<file path="config.mk">
export PLATFORM = sky130hd
export DESIGN_NAME = pld_core
export DESIGN_NICKNAME = d
export VERILOG_FILES = /design/src/pld_pkg.sv /design/src/pld_core.sv
export SDC_FILE = /design/constraint.sdc
export NUM_CORES = 1
export LEC_CHECK = 0
export BUFFER_PORTS_ARGS = -buffer_cell sky130_fd_sc_hd__buf_2
export CORE_UTILIZATION = 30
export DETAILED_ROUTE_END_ITERATION = 6
export PLACE_DENSITY = 0.52
export REMOVE_ABC_BUFFERS = 1
export SLEW_MARGIN = 20
export SYNTH_ARGS = -nofsm -noshare
export SYNTH_HDL_FRONTEND = slang
export SYNTH_SLANG_ARGS = --single-unit
</file>
<file path="constraint.sdc">
create_clock -name clk -period 5.55 [get_ports clk]
set_input_delay 0.2775 -clock clk [delete_from_list [all_inputs] [get_ports clk]]
set_output_delay 0.2775 -clock clk [all_outputs]
set_load 0.05 [all_outputs]
</file>
<file path="src/pld_pkg.sv">
package pld_pkg;

	// Field widths fixed by the stream format.
	localparam int LEN_W      = 13;
	localparam int POS_W      = 13;
	localparam int VALUE_W    = 32;
	localparam int INDEX_W    = 12;
	localparam int S_TDATA_W  = 24;
	localparam int M_TDATA_W  = 48;

	// Command codes carried in s_tuser.
	localparam logic CMD_FEED = 1'b0;
	localparam logic CMD_READ = 1'b1;

	// Configuration register indexes.
	localparam logic REG_LINE_LENGTH  = 1'b0;
	localparam logic REG_ELEMENT_SIZE = 1'b1;

	// Element size codes.
	localparam logic [1:0] ESIZE_1 = 2'd0;
	localparam logic [1:0] ESIZE_2 = 2'd1;

	// Reset value of the line length register.
	localparam logic [LEN_W-1:0] LINE_LEN_RESET = 13'd4096;

	// Header byte -128, which decodes as a literal of one element.
	localparam logic [7:0] HDR_LITERAL_ONE = 8'h80;

	// One decoded input word.
	typedef struct packed {
		logic               command;
		logic [7:0]         data_byte;
		logic [INDEX_W-1:0] read_index;
	} item_t;

	// One result word.
	typedef struct packed {
		logic               line_done;
		logic               overflow_error;
		logic [POS_W-1:0]   fill_position;
		logic [VALUE_W-1:0] read_value;
	} result_t;

endpackage

</file>
<file path="src/pld_core.sv">
module pld_core #(
	parameter int MAX_LINE = 4096
) (
	input  logic                                clk,
	input  logic                                arst_n,
	// Configuration writes.
	input  logic                                cfg_we,
	input  logic                                cfg_index,
	input  logic [pld_pkg::LEN_W-1:0]           cfg_data,
	// Input words.
	input  logic                                in_valid,
	output logic                                in_ready,
	input  pld_pkg::item_t                      in_item,
	// Results toward the output register.
	input  logic                                out_free,
	output logic                                res_valid,
	output pld_pkg::result_t                    res,
	// Line store port.
	output logic                                mem_we,
	output logic [$clog2(MAX_LINE)-1:0]         mem_waddr,
	output logic [pld_pkg::VALUE_W-1:0]         mem_wdata,
	output logic [$clog2(MAX_LINE)-1:0]         mem_raddr,
	input  logic [pld_pkg::VALUE_W-1:0]         mem_rdata
);

	localparam int AW = $clog2(MAX_LINE);
	localparam int FW = $clog2(MAX_LINE + 1);
	localparam int CW = (FW > pld_pkg::LEN_W) ? FW : pld_pkg::LEN_W;
	localparam int SW = (FW > 8) ? FW : 8;

	typedef enum logic [2:0] {
		ST_IDLE,
		ST_EXEC,
		ST_WRITE,
		ST_READ,
		ST_HOLD
	} state_t;

	state_t                          state_q;
	logic [pld_pkg::LEN_W-1:0]       line_length_q;
	logic [1:0]                      esize_q;
	pld_pkg::item_t                  item_s1;
	logic [FW-1:0]                   fill_q;
	logic                            data_phase_q;
	logic [7:0]                      remain_q;
	logic                            run_q;
	logic [1:0]                      bytepos_q;
	logic [pld_pkg::VALUE_W-1:0]     gather_q;
	logic [7:0]                      copies_q;
	pld_pkg::result_t                res_q;

	logic [CW-1:0]                   len_ext;
	logic [CW-1:0]                   len_clamp;
	logic [FW-1:0]                   eff_len;
	logic [2:0]                      nbytes;
	logic                            elem_last;
	logic [pld_pkg::VALUE_W-1:0]     gather_new;
	logic [FW-1:0]                   space;
	logic [7:0]                      want;
	logic [7:0]                      copies;
	logic [FW-1:0]                   wr_fill_next;
	logic [7:0]                      wr_rem_next;
	logic                            pkt_end;
	logic                            line_full;
	logic                            line_over;
	logic                            read_in_range;

	// Effective line length, clamped to one at the low end and to the store depth.
	always_comb begin
		len_ext = CW'(line_length_q);
		if (len_ext == '0) begin
			len_clamp = CW'(1);
		end else if (len_ext > CW'(MAX_LINE)) begin
			len_clamp = CW'(MAX_LINE);
		end else begin
			len_clamp = len_ext;
		end
		eff_len = FW'(len_clamp);
	end

	// Element assembly: bytes are placed little-endian.
	always_comb begin
		case (esize_q)
			pld_pkg::ESIZE_1: nbytes = 3'd1;
			pld_pkg::ESIZE_2: nbytes = 3'd2;
			default:          nbytes = 3'd4;
		endcase
		elem_last  = ({1'b0, bytepos_q} + 3'd1) >= nbytes;
		gather_new = gather_q
			| (pld_pkg::VALUE_W'(item_s1.data_byte) << {bytepos_q, 3'b000});
	end

	// Copy count for a finished element, limited by the room left in the line.
	always_comb begin
		space = eff_len - fill_q;
		want  = run_q ? remain_q : 8'd1;
		if (SW'(want) > SW'(space)) begin
			copies = 8'(space);
		end else begin
			copies = want;
		end
		wr_fill_next = fill_q + 1'b1;
		wr_rem_next  = remain_q - 8'd1;
		pkt_end      = (wr_rem_next == 8'd0);
		line_full    = (wr_fill_next >= eff_len);
		line_over    = (fill_q >= eff_len);
		read_in_range = (32'(item_s1.read_index) < 32'(MAX_LINE));
	end

	// Store port: one write per cycle at the fill position, one read per read command.
	always_comb begin
		mem_we    = ((state_q == ST_EXEC) && (item_s1.command == pld_pkg::CMD_FEED)
			&& !line_over && data_phase_q && elem_last) || (state_q == ST_WRITE);
		mem_waddr = fill_q[AW-1:0];
		mem_wdata = (state_q == ST_WRITE) ? gather_q : gather_new;
		mem_raddr = AW'(item_s1.read_index);
	end

	assign in_ready  = (state_q == ST_IDLE) || ((state_q == ST_HOLD) && out_free);
	assign res_valid = (state_q == ST_HOLD) && out_free;
	assign res       = res_q;

	// Sequencer, decode state and configuration registers.
	always_ff @(posedge clk or negedge arst_n) begin
		if (!arst_n) begin
			state_q       <= ST_IDLE;
			line_length_q <= pld_pkg::LINE_LEN_RESET;
			esize_q       <= pld_pkg::ESIZE_1;
			item_s1       <= '0;
			fill_q        <= '0;
			data_phase_q  <= 1'b0;
			remain_q      <= '0;
			run_q         <= 1'b0;
			bytepos_q     <= '0;
			gather_q      <= '0;
			copies_q      <= '0;
			res_q         <= '0;
		end else begin
			if (cfg_we) begin
				case (cfg_index)
					pld_pkg::REG_LINE_LENGTH:  line_length_q <= cfg_data;
					pld_pkg::REG_ELEMENT_SIZE: esize_q <= cfg_data[1:0];
					default: ;
				endcase
			end

			case (state_q)
				ST_IDLE, ST_HOLD: begin
					if (in_valid && in_ready) begin
						item_s1 <= in_item;
						state_q <= ST_EXEC;
					end else if (state_q == ST_HOLD && out_free) begin
						state_q <= ST_IDLE;
					end
				end

				ST_EXEC: begin
					res_q.line_done      <= 1'b0;
					res_q.overflow_error <= 1'b0;
					res_q.read_value     <= '0;
					res_q.fill_position  <= pld_pkg::POS_W'(fill_q);
					state_q              <= ST_HOLD;
					if (item_s1.command == pld_pkg::CMD_READ) begin
						state_q <= ST_READ;
					end else if (line_over) begin
						// Line already full: drop the byte and restart the line.
						res_q.overflow_error <= 1'b1;
						res_q.fill_position  <= '0;
						fill_q       <= '0;
						data_phase_q <= 1'b0;
						remain_q     <= '0;
						run_q        <= 1'b0;
						bytepos_q    <= '0;
						gather_q     <= '0;
					end else if (!data_phase_q) begin
						// Packet header.
						if (item_s1.data_byte == pld_pkg::HDR_LITERAL_ONE) begin
							run_q    <= 1'b0;
							remain_q <= 8'd1;
						end else if (item_s1.data_byte[7]) begin
							run_q    <= 1'b1;
							remain_q <= 8'(9'd257 - {1'b0, item_s1.data_byte});
						end else begin
							run_q    <= 1'b0;
							remain_q <= item_s1.data_byte + 8'd1;
						end
						data_phase_q <= 1'b1;
						bytepos_q    <= '0;
						gather_q     <= '0;
					end else if (!elem_last) begin
						bytepos_q <= bytepos_q + 2'd1;
						gather_q  <= gather_new;
					end else begin
						// Element complete: first copy is written this cycle.
						fill_q    <= wr_fill_next;
						remain_q  <= wr_rem_next;
						bytepos_q <= '0;
						gather_q  <= gather_new;
						if (copies == 8'd1) begin
							gather_q            <= '0;
							res_q.fill_position <= pld_pkg::POS_W'(wr_fill_next);
							if (pkt_end) begin
								data_phase_q <= 1'b0;
								if (line_full) begin
									res_q.line_done     <= 1'b1;
									res_q.fill_position <= '0;
									fill_q              <= '0;
									run_q               <= 1'b0;
								end
							end
						end else begin
							copies_q <= copies - 8'd1;
							state_q  <= ST_WRITE;
						end
					end
				end

				ST_WRITE: begin
					fill_q   <= wr_fill_next;
					remain_q <= wr_rem_next;
					copies_q <= copies_q - 8'd1;
					if (copies_q == 8'd1) begin
						gather_q            <= '0;
						res_q.fill_position <= pld_pkg::POS_W'(wr_fill_next);
						state_q             <= ST_HOLD;
						if (pkt_end) begin
							data_phase_q <= 1'b0;
							if (line_full) begin
								res_q.line_done     <= 1'b1;
								res_q.fill_position <= '0;
								fill_q              <= '0;
								run_q               <= 1'b0;
							end
						end
					end
				end

				ST_READ: begin
					res_q.read_value <= read_in_range ? mem_rdata : '0;
					state_q          <= ST_HOLD;
				end

				default: begin
					state_q <= ST_IDLE;
				end
			endcase
		end
	end

endmodule

</file>
==> impl_metrics.ini, run 1 <==
[run_status]
outcome = finished clean

[final_layout]
antenna_cells = 0
finalNetCount = 1328
flow.area_growth_from_synthesis_pct = 23.0
num-fill-cells = 3169
drive_gt1_share_pct = 29.4

[timing]
timing.final.hold_violations = 0
fmax_ghz = 0.189
setup_tns_ns = 0
period_needed_ns = 5.30
maxSlewViolCount = 0
timing.clock.skew_ns = 0.0136
maxSlewHeadroom_pct = 33.1
period_share_pct = 95.5
finalSetupViolCount = 0
fin_hold_ws_ns = 0.0642
tightest_slew_ns = 1.00

[synthesis]
synth-compound-area-share_pct = 22.0
synthesis.area_sq_um = 9510
yosys_top_cell_by_area = dfrtp_1
ys_types = 83
asyncSetResetFlopFracSynth_pct = 100
synth_xor_xnor_area_share_pct = 3.76
yosys_warnings = 0
edff_count_synth = 0
syn-mean-instance-area_sq_um = 9.20
post_synth_main_area_contributors = dfrtp_1 (39%), ha_1 (6.4%), nand2_1 (5.0%)
synth.yosys.seq_area_share_pct = 39.7
synthSimpleGateAreaFrac_pct = 15.6
synth-adder-area-share_pct = 6.66
post_synth_inst_count = 1034
synth_most_common_cell = dfrtp_1
synth_top_area_share_pct = 39.5
synth_seq_cells = 151
ys.flop_type = dfrtp_1
synth_common_cells = dfrtp_1 (150), nand2_1 (127), a21oi_1 (65)
synth_top_family_by_area = compound AO/OA/AOI/OAI gates
yosys-mux-area-fraction_pct = 5.42

[grt]
vias_in_the_first_global_route = 8210
grt_util_all_layers_pct = 17.8
maximum_number_of_pins_on_one_net_before_global_route_repair = 99
grt_pass1_wl_um = 46000
antenna_violations_before_repair = 0
globalRouteOverflowTotal = 0

[clocking]
htree_levels = 4
number_of_buffers_created_by_cts = 17
tritoncts = built
cts.sinks = 151
ctsLongestPathBuffers = 2
clk_latency_ns = 0.44
clk_pin_slew_ns = 0.08
clock_tree.root_cell = clkbuf_16

[power_and_ir_drop]
power_density_nw_per_um2 = 605
vdd_ir_max_mv = 0.650
power.static_leakage_uw = 0.00579

[floorplan]
design.core.area_sq_um = 30900
initial_utilization_pct = 30.8
die_area_sq_um = 32400
chipHeight_um = 180
placementRows = 64
top_level_ports = 178
dieWidth_um = 180

[setup_path]
r2r-start = len_ext[9]
timing.critical_path.to_type = flip-flop
max_stage_delay_ns = 0.40
wp_data_arrival_ns = 5.63
worst_setup_path_start_kind = flip-flop
critPathKind = flip-flop to flip-flop
critical-path-slowest-cell = dfrtp_1
worst-path-buf-inv = 3
cp_top_family = simple AND/OR/NAND/NOR gates
worst-endpoint-required_ns = 5.88
cp-startpoint = len_ext[9]
cp_max_fo = 8

[route]
drtPass1Iterations = 5
vias = 8304
drt-vias-per-instance = 5.14
routedWlPerCell_um = 17.7
drt_iter0_markers = 494
wl_um = 28700
number_of_design_rule_violations_left_after_detail_routing = 0
final_antenna_net_count = 0

[run]
cap_violations = 0

[min_path]
worst_hold_startpoint = cfg_data[12]
timing.hold.worst.class = primary input to flip-flop

[placement]
detailedPlacementHpwl_um = 20400
port-buffer-count = 177
routabilityCongestion = 0.910
stage by stage:
| stage | worst slack (ns) | instance area (sq um) | power [uW] | util [%] | instances |
|---|---|---|---|---|---|
| after floorplan | -0.0341 | 9100 | 4550 | - | 957 |
| after global placement | -0.00333 | 10800 | 5720 | 34.9 | 1565 |
| after detailed placement | -0.168 | 10800 | 5750 | 34.9 | 1565 |
| after CTS | 0.0116 | 11400 | 6980 | 37.0 | 1600 |
| after global routing | -0.0832 | 11700 | 7530 | 37.9 | 1615 |
| final | 0.252 | 11700 | 7080 | 37.9 | 1615 |
layout by cell type, fill, tap and decap left out, types with 5 or more instances in the layout:
cell       count
nand2_1      123
nor2_1        54
o32ai_1        8
a31oi_1        5
o21ai_4        5
xnor2_1       31
nor4_1         7
a22o_1        32
nand4_1        5
a21oi_1       60
a211oi_1       5
inv_6          5
nand2b_1      10
a21o_1        44
dfrtp_1      150
ha_1          43
inv_1         61
nand3_1       20
nor3_1        20
buf_4         43
o211ai_1       8
nor2b_1        9
o21ai_0       61
buf_2        176
clkbuf_16     17
o22ai_1       16
xor2_1         8
and2_1         7
a22oi_1        6
mux2i_1       11
and3_1         7
mux2_2        36
tightest hold or removal path: stages:
cell and delay, ns:
buf_2 0.07, nand2_1 0.05, o21ai_0 0.07
final timing paths:
kind	to	depth (start not counted)	slack, ns
worst max-delay path	gather_q[3]	25	0.25
min in group asynchronous	copies_q[4]	2	0.49
worst max register to register	gather_q[3]	25	0.25
worst min-delay path	len_ext[12]	3	0.06
worst min register to register	res[4]	2	0.47
max in group asynchronous	remain_q[3]	3	3.69
power by group:
| group | leakage, uW | switching (uW) | internal (uW) |
|---|---|---|---|
| Clock | 0.000281 | 543 | 606 |
| Sequential | 0.00196 | 447 | 1460 |
| Combinational | 0.00355 | 2730 | 1300 |
layout make-up:
type | instances | area (sq um) | area share, %
clock buffer | 18 | 439 | 3.75
clock inverter | 14 | 133 | 1.13
inverter | 63 | 240 | 2.05
multi-input combinational | 747 | 5330 | 45.5
sequential | 151 | 3780 | 32.3
tap | 396 | 495 | 4.23
timing repair buffer | 225 | 1290 | 11.0
timing repair inverter | 1 | 5.00 | 0.0428
metal layers:
layer,wire [um],global-route usage (%)
met1,13300,24.3
met2,13300,28.3
met3,1740,4.02
met4,376,4.65
met5,0,0
kinds of logic (layout without fill, tap and decap cells):
group,Yosys count,after routing
multiplexers,47,47
AND/OR/NAND/NOR,302,302
AO/OA/AOI/OAI,304,308
buffers and inverters,140,321
adder cells (fa/ha/maj),50,50
flip-flops,151,151
XOR/XNOR,40,40
sequential cells by signal (all words and copies together), names as in the netlist:
name and flops:
bytepos_q 2, res 47, gather_q 32, mem_raddr 12, run_q 1, state_q 3, item_s1 9, esize_q 2
data_phase_q 1, fill_q 13, len_ext 13, copies_q 8, remain_q 8
repair_timing:
action	4_1_cts	5_1_grt
hold buffers	1	0
resized for setup	6	38
endpoints found under the hold margin	3	0
cloned	1	4
buffers inserted	1	11
pin swaps	2	49
setup endpoints to repair	63	71
(Power assumes the default switching activity.)
==> run 2: changes to the inputs <==
Settings changed: HOLD_SLACK_MARGIN set to 0.15.
==> run 2 against run 1 <==
Net effect:
- total power rose by 0.74%
- worst hold slack improved by 0.15 ns
- sequential power barely moved
- design area rose by 5.6%
- count of clock-buffer cells in the layout did not move
- routed wire length rose by 2.6%
- register-to-register slack barely moved
- non-clock buffer count rose by 66
- setup slack improved by 0.0052 ns
- largest power group unchanged
==> impl_metrics.ini, run 2 (synthesized netlist as in run 1, its figures left out) <==
[timing]
maxSlewViolCount = 0
timing.clock.skew_ns = 0.0146
tightest_slew_ns = 1.00
setup_tns_ns = 0
finalSetupViolCount = 0
timing.final.hold_violations = 0
maxSlewHeadroom_pct = 33.1
period_needed_ns = 5.29
period_share_pct = 95.4
fmax_ghz = 0.189

[clocking]
tritoncts = built
clk_latency_ns = 0.44
number_of_buffers_created_by_cts = 17
cts.sinks = 151
htree_levels = 4
clk_pin_slew_ns = 0.08
ctsLongestPathBuffers = 2
clock_tree.root_cell = clkbuf_16

[grt]
maximum_number_of_pins_on_one_net_before_global_route_repair = 99
antenna_violations_before_repair = 0
globalRouteOverflowTotal = 0
grt_util_all_layers_pct = 18.2
vias_in_the_first_global_route = 8590
grt_pass1_wl_um = 47300

[final_layout]
most-common-layout-cells = buf_2 (176), dfrtp_1 (150), nand2_1 (123), dlygate4sd3_1 (67)
flow.area_growth_from_synthesis_pct = 30.0
finish.utilization_pct = 40.0
drive_gt1_share_pct = 27.9
final_common_cell = buf_2
largest_register_ff_count = 47
postLayoutCellArea_sq_um = 12400
finalNetCount = 1394
antenna_cells = 0
num-fill-cells = 3105

[setup_path]
crit_end = gather_q[12]
critical-path-slowest-cell = dfrtp_1
worst_setup_path_start_kind = flip-flop
timing.critical_path.to_type = flip-flop
critPathKind = flip-flop to flip-flop
cp_max_fo = 8
timing.reg2reg.worst_path_depth = 25
r2r-start = len_ext[9]
regToRegSetupSlack_ns = 0.26
worst-endpoint-required_ns = 5.87
max_stage_delay_ns = 0.40
cp-startpoint = len_ext[9]
wp_data_arrival_ns = 5.61
worst_r2r_endpoint = gather_q[12]

[floorplan]
placementRows = 64
chipHeight_um = 180
die_area_sq_um = 32400
initial_utilization_pct = 30.8
top_level_ports = 178
dieWidth_um = 180
design.core.area_sq_um = 30900

[route]
final_antenna_net_count = 0
wl_um = 29400
drtPass1Iterations = 5
drt-vias-per-instance = 5.14
drt_iter0_markers = 528
routedWlPerCell_um = 17.5
vias = 8634
number_of_design_rule_violations_left_after_detail_routing = 0

[placement]
port-buffer-count = 177
postPlaceCellArea_sq_um = 10800
detailedPlacementHpwl_um = 20400
routabilityCongestion = 0.910

[power_and_ir_drop]
power_density_nw_per_um2 = 577
power.static_leakage_uw = 0.00607
vdd_ir_max_mv = 0.651

[run]
cap_violations = 0

[run_status]
outcome = finished clean

[min_path]
timing.hold.worst.class = primary input to flip-flop
==> run 2: cell types whose count changed in the layout (fill, tap and decap cells not counted) <==
cell	previous run	this run
dlygate4sd3_1	1	67
==> run 2: power breakdown <==
part	total, uW	internal (uW)	leakage [uW]	switching [uW]
Combinational	4070	1330	0.00383	2740
Clock	1150	606	0.000281	547
Sequential	1910	1460	0.00196	450
==> run 2: area by class of cell <==
class,instances,area (sq um),area share [%]
clock buffer,18,439,3.55
clock inverter,14,133,1.07
inverter,63,240,1.94
multi-input combinational,747,5330,43.1
sequential,151,3780,30.6
tap,396,495,4.01
timing repair buffer,291,1950,15.8
timing repair inverter,1,5.00,0.0405
==> run 2: per-stage QoR <==
| stage | total power, uW | setup WS [ns] | cells | hold slack [ns] |
|---|---|---|---|---|
| 2_1_floorplan | 4550 | -0.0341 | 957 | -0.0181 |
| 3_3_place_gp | 5720 | -0.00333 | 1565 | 0.454 |
| 3_5_place_dp | 5750 | -0.168 | 1565 | 0.453 |
| 4_1_cts | 7020 | 0.0116 | 1666 | 0.202 |
| 5_1_grt | 7580 | -0.0829 | 1681 | 0.222 |
| 6_report | 7130 | 0.257 | 1681 | 0.210 |
==> run 2: critical path: cells and delay by family (launching register included) <==
kind            cells  cell delay (ns)
buf+inv             3             0.32
flops               1             0.40
compound gates      8             1.37
fa+ha+maj           4             1.03
xor+xnor            1             0.10
simple gates        9             1.96
==> run 2: worst min-delay path by stage <==
stage	startpoint	endpoint	slack, ns	cells after the start
CTS	out_free	state_q[2]	0.20	3
detailed placement	arst_n	copies_q[4]	0.45	1
finish	out_free	state_q[2]	0.21	3
global placement	arst_n	copies_q[4]	0.45	1
global route	out_free	state_q[2]	0.22	3
floorplan	arst_n	bytepos_q[0]	-0.02	0
==> run 2: per-layer routing <==
metal	up-vias	global-route usage, %	wire [um]
met5	-	0	0
met4	0	5.33	538
met3	41	3.68	1720
met2	263	29.3	13700
met1	4172	24.7	13400
li1	4158	-	-
==> run 2: what timing repair did <==
action | in CTS | in global routing
cloned | 1 | 4
pin swaps | 2 | 49
resized for setup | 6 | 38
setup buffers | 1 | 11
endpoints found under the hold margin | 165 | 0
hold buffers | 67 | 0
setup endpoints to repair | 63 | 71
==> run 3: changes to the inputs <==
Settings changed: ABC_AREA set to 1, PLACE_DENSITY 0.52 to unset, SKIP_CTS_REPAIR_TIMING set to 1.
==> run 3 against run 2 <==
Net effect:
- synthesized area rose by 6.0%
- sequential power fell by 8%
- register-to-register slack improved by 0.27 ns
- routed wire length rose by 4.0%
- design area rose by 1.5%
- cell count rose by 22%
- critical path type unchanged
==> impl_metrics.ini, run 3 <==
[run_status]
outcome = finished clean

[clocking]
tritoncts = built
clk_latency_ns = 0.43
ctsLongestPathBuffers = 2
cts.sinks = 151
clk_pin_slew_ns = 0.07
number_of_buffers_created_by_cts = 17
clock_tree.root_cell = clkbuf_16
htree_levels = 4

[grt]
globalRouteOverflowTotal = 0
maximum_number_of_pins_on_one_net_before_global_route_repair = 101
antenna_violations_before_repair = 0
grt_pass1_wl_um = 47400
vias_in_the_first_global_route = 9028
grt_util_all_layers_pct = 17.5

[synthesis]
yosys_top_cell_by_area = dfrtp_1
ys_types = 48
post_synth_main_area_contributors = dfrtp_1 (37%), nand2_1 (13%), inv_1 (7.1%)
edff_count_synth = 0
synth_top_area_share_pct = 37.2
synthesis.area_sq_um = 10100
ys.flop_type = dfrtp_1
asyncSetResetFlopFracSynth_pct = 100
synth_common_cells = nand2_1 (355), inv_1 (192), dfrtp_1 (150)
yosys_warnings = 0
synth_most_common_cell = nand2_1
synth_seq_cells = 151
synth.yosys.seq_area_share_pct = 37.5
syn-mean-instance-area_sq_um = 7.22
post_synth_inst_count = 1397

[route]
wl_um = 30600
drtPass1Iterations = 5
route.layer.met1.wl_um = 14000
met3RoutedLength_um = 1780
drt_iter0_markers = 702
vias = 9945
number_of_design_rule_violations_left_after_detail_routing = 0
maxUsedRoutingLayer = met4
final_antenna_net_count = 0
drt-vias-per-instance = 4.85
met2RoutedLength_um = 14100
routedWlPerCell_um = 14.9

[final_layout]
final_common_cell = nand2_1
largest_register_ff_count = 47
drive_gt1_share_pct = 17.2
finalNonFillerCells = 2052
finalNetCount = 1719
flow.area_growth_from_synthesis_pct = 24.5
most-common-layout-cells = nand2_1 (352), inv_1 (192), buf_2 (176), dfrtp_1 (150), o21ai_0 (109)
antenna_cells = 0
finish.utilization_pct = 38.3

[timing]
period_needed_ns = 5.02
maxSlewHeadroom_pct = 32.2
setup_ws_ns = 0.529
finalSetupViolCount = 0
timing.final.hold_violations = 0
fmax_ghz = 0.199
fin_hold_ws_ns = 0.128
maxSlewViolCount = 0
period_share_pct = 90.5
timing.clock.skew_ns = 0.00921
tightest_slew_ns = 1.02

[floorplan]
chipHeight_um = 185
design.core.area_sq_um = 32800
top_level_ports = 178
die_area_sq_um = 34300
placementRows = 66
dieWidth_um = 185
initial_utilization_pct = 30.7

[power_and_ir_drop]
power_density_nw_per_um2 = 569
switching_power_share_of_the_total_pct = 53.7
power.net_switching_uw = 3830
internal-power_uw = 3300
combinationalPowerShare_pct = 58.5
power.share.clock_pct = 16.8
power.static_leakage_uw = 0.00682
vdd_ir_max_mv = 0.296
seq_power_share_pct = 24.7

[setup_path]
worst-endpoint-required_ns = 5.90
critPathKind = flip-flop to flip-flop
crit_end = copies_q[5]
cp_max_fo = 11
wp_data_arrival_ns = 5.37
timing.reg2reg.worst_path_depth = 31
r2r-start = len_ext[10]
timing.critical_path.to_type = flip-flop
max_stage_delay_ns = 0.41
path_common_cell = nand2_1
cp-startpoint = len_ext[10]
worst_setup_path_start_kind = flip-flop
regToRegSetupSlack_ns = 0.53
worst_r2r_endpoint = copies_q[5]
critical-path-slowest-cell = fa_1

[placement]
dpl.cell_count = 1952
port-buffer-count = 177
dp_worst_setup_slack_ns = 0.0660
detailedPlacementHpwl_um = 21800
routabilityCongestion = 0.919

[run]
cap_violations = 0

[min_path]
timing.hold.worst.class = primary input to flip-flop
## run 3: cell count changes after synthesis, moves of 36 or more
cell	change
nor2_1	+36
o21ai_0	+49
inv_1	+129
a21o_1	-42
nand3_1	+67
nand2_1	+228
## run 3: per-layer routing
metal / global-route usage [%] / vias to the layer above
met5: 0 / -
met4: 6.05 / 0
met3: 3.46 / 41
met2: 28.3 / 320
met1: 23.2 / 4667
li1: - / 4917
## run 3: cells by family after synthesis
kind of cell	synth area share [%]
AOI/OAI and AO/OA	15.0
muxes	2.01
xor gates and xnor gates	2.43
DFF	37.5
adders and majority gates	6.28
and+or+nand+nor	25.3
buffers and inverters	11.4
## run 3: power by group through the flow
stage | clock [uW] | sequential [uW] | combinational, uW
after floorplan | 0 | 2440 | 2260
after global placement | 0 | 1760 | 4000
after detailed placement | 0 | 1770 | 4050
after CTS | 1230 | 1760 | 4050
after global routing | 1280 | 1810 | 4580
final | 1200 | 1760 | 4180
## run 3: worst min path at each step
stage                     slack (ns)          start            to  cells after the start
after global routing            0.15  mem_rdata[23]       res[23]                      3
after global placement          0.46        res[36]       res[36]                      2
after CTS                       0.03         arst_n   gather_q[3]                      1
after detailed placement        0.46        res[36]       res[36]                      2
after floorplan                -0.02         arst_n  bytepos_q[0]                      0
final                           0.13    in_item[17]   item_s1[17]                      3
## run 3: final cells by class
class / count / area, sq um
Sequential cell: 151 / 3780
Tap cell: 442 / 553
Clock inverter: 11 / 150
Timing Repair Buffer: 257 / 1680
Clock buffer: 21 / 440
Inverter: 203 / 764
Fill cell: 3467 / 20200
Multi-Input combinational cell: 967 / 5190
## run 3: worst max-delay path, delay by kind of cell (launching register included)
kind,cells,cell delay [ns]
AO/OA/AOI/OAI,6,0.88
adder cells (fa/ha/maj),4,1.14
flip-flops,1,0.39
AND/OR/NAND/NOR,17,1.99
buffers and inverters,3,0.33
XOR/XNOR,1,0.21
## run 3: metrics by stage
stage                     cell area, sq um  total power, uW  setup TNS, ns
final                                12500             7140              0
after global routing                 12500             7670         -0.645
after CTS                            11800             7040              0
after detailed placement             11200             5820              0
after global placement               11200             5760              0
after floorplan                       9690             4700              0
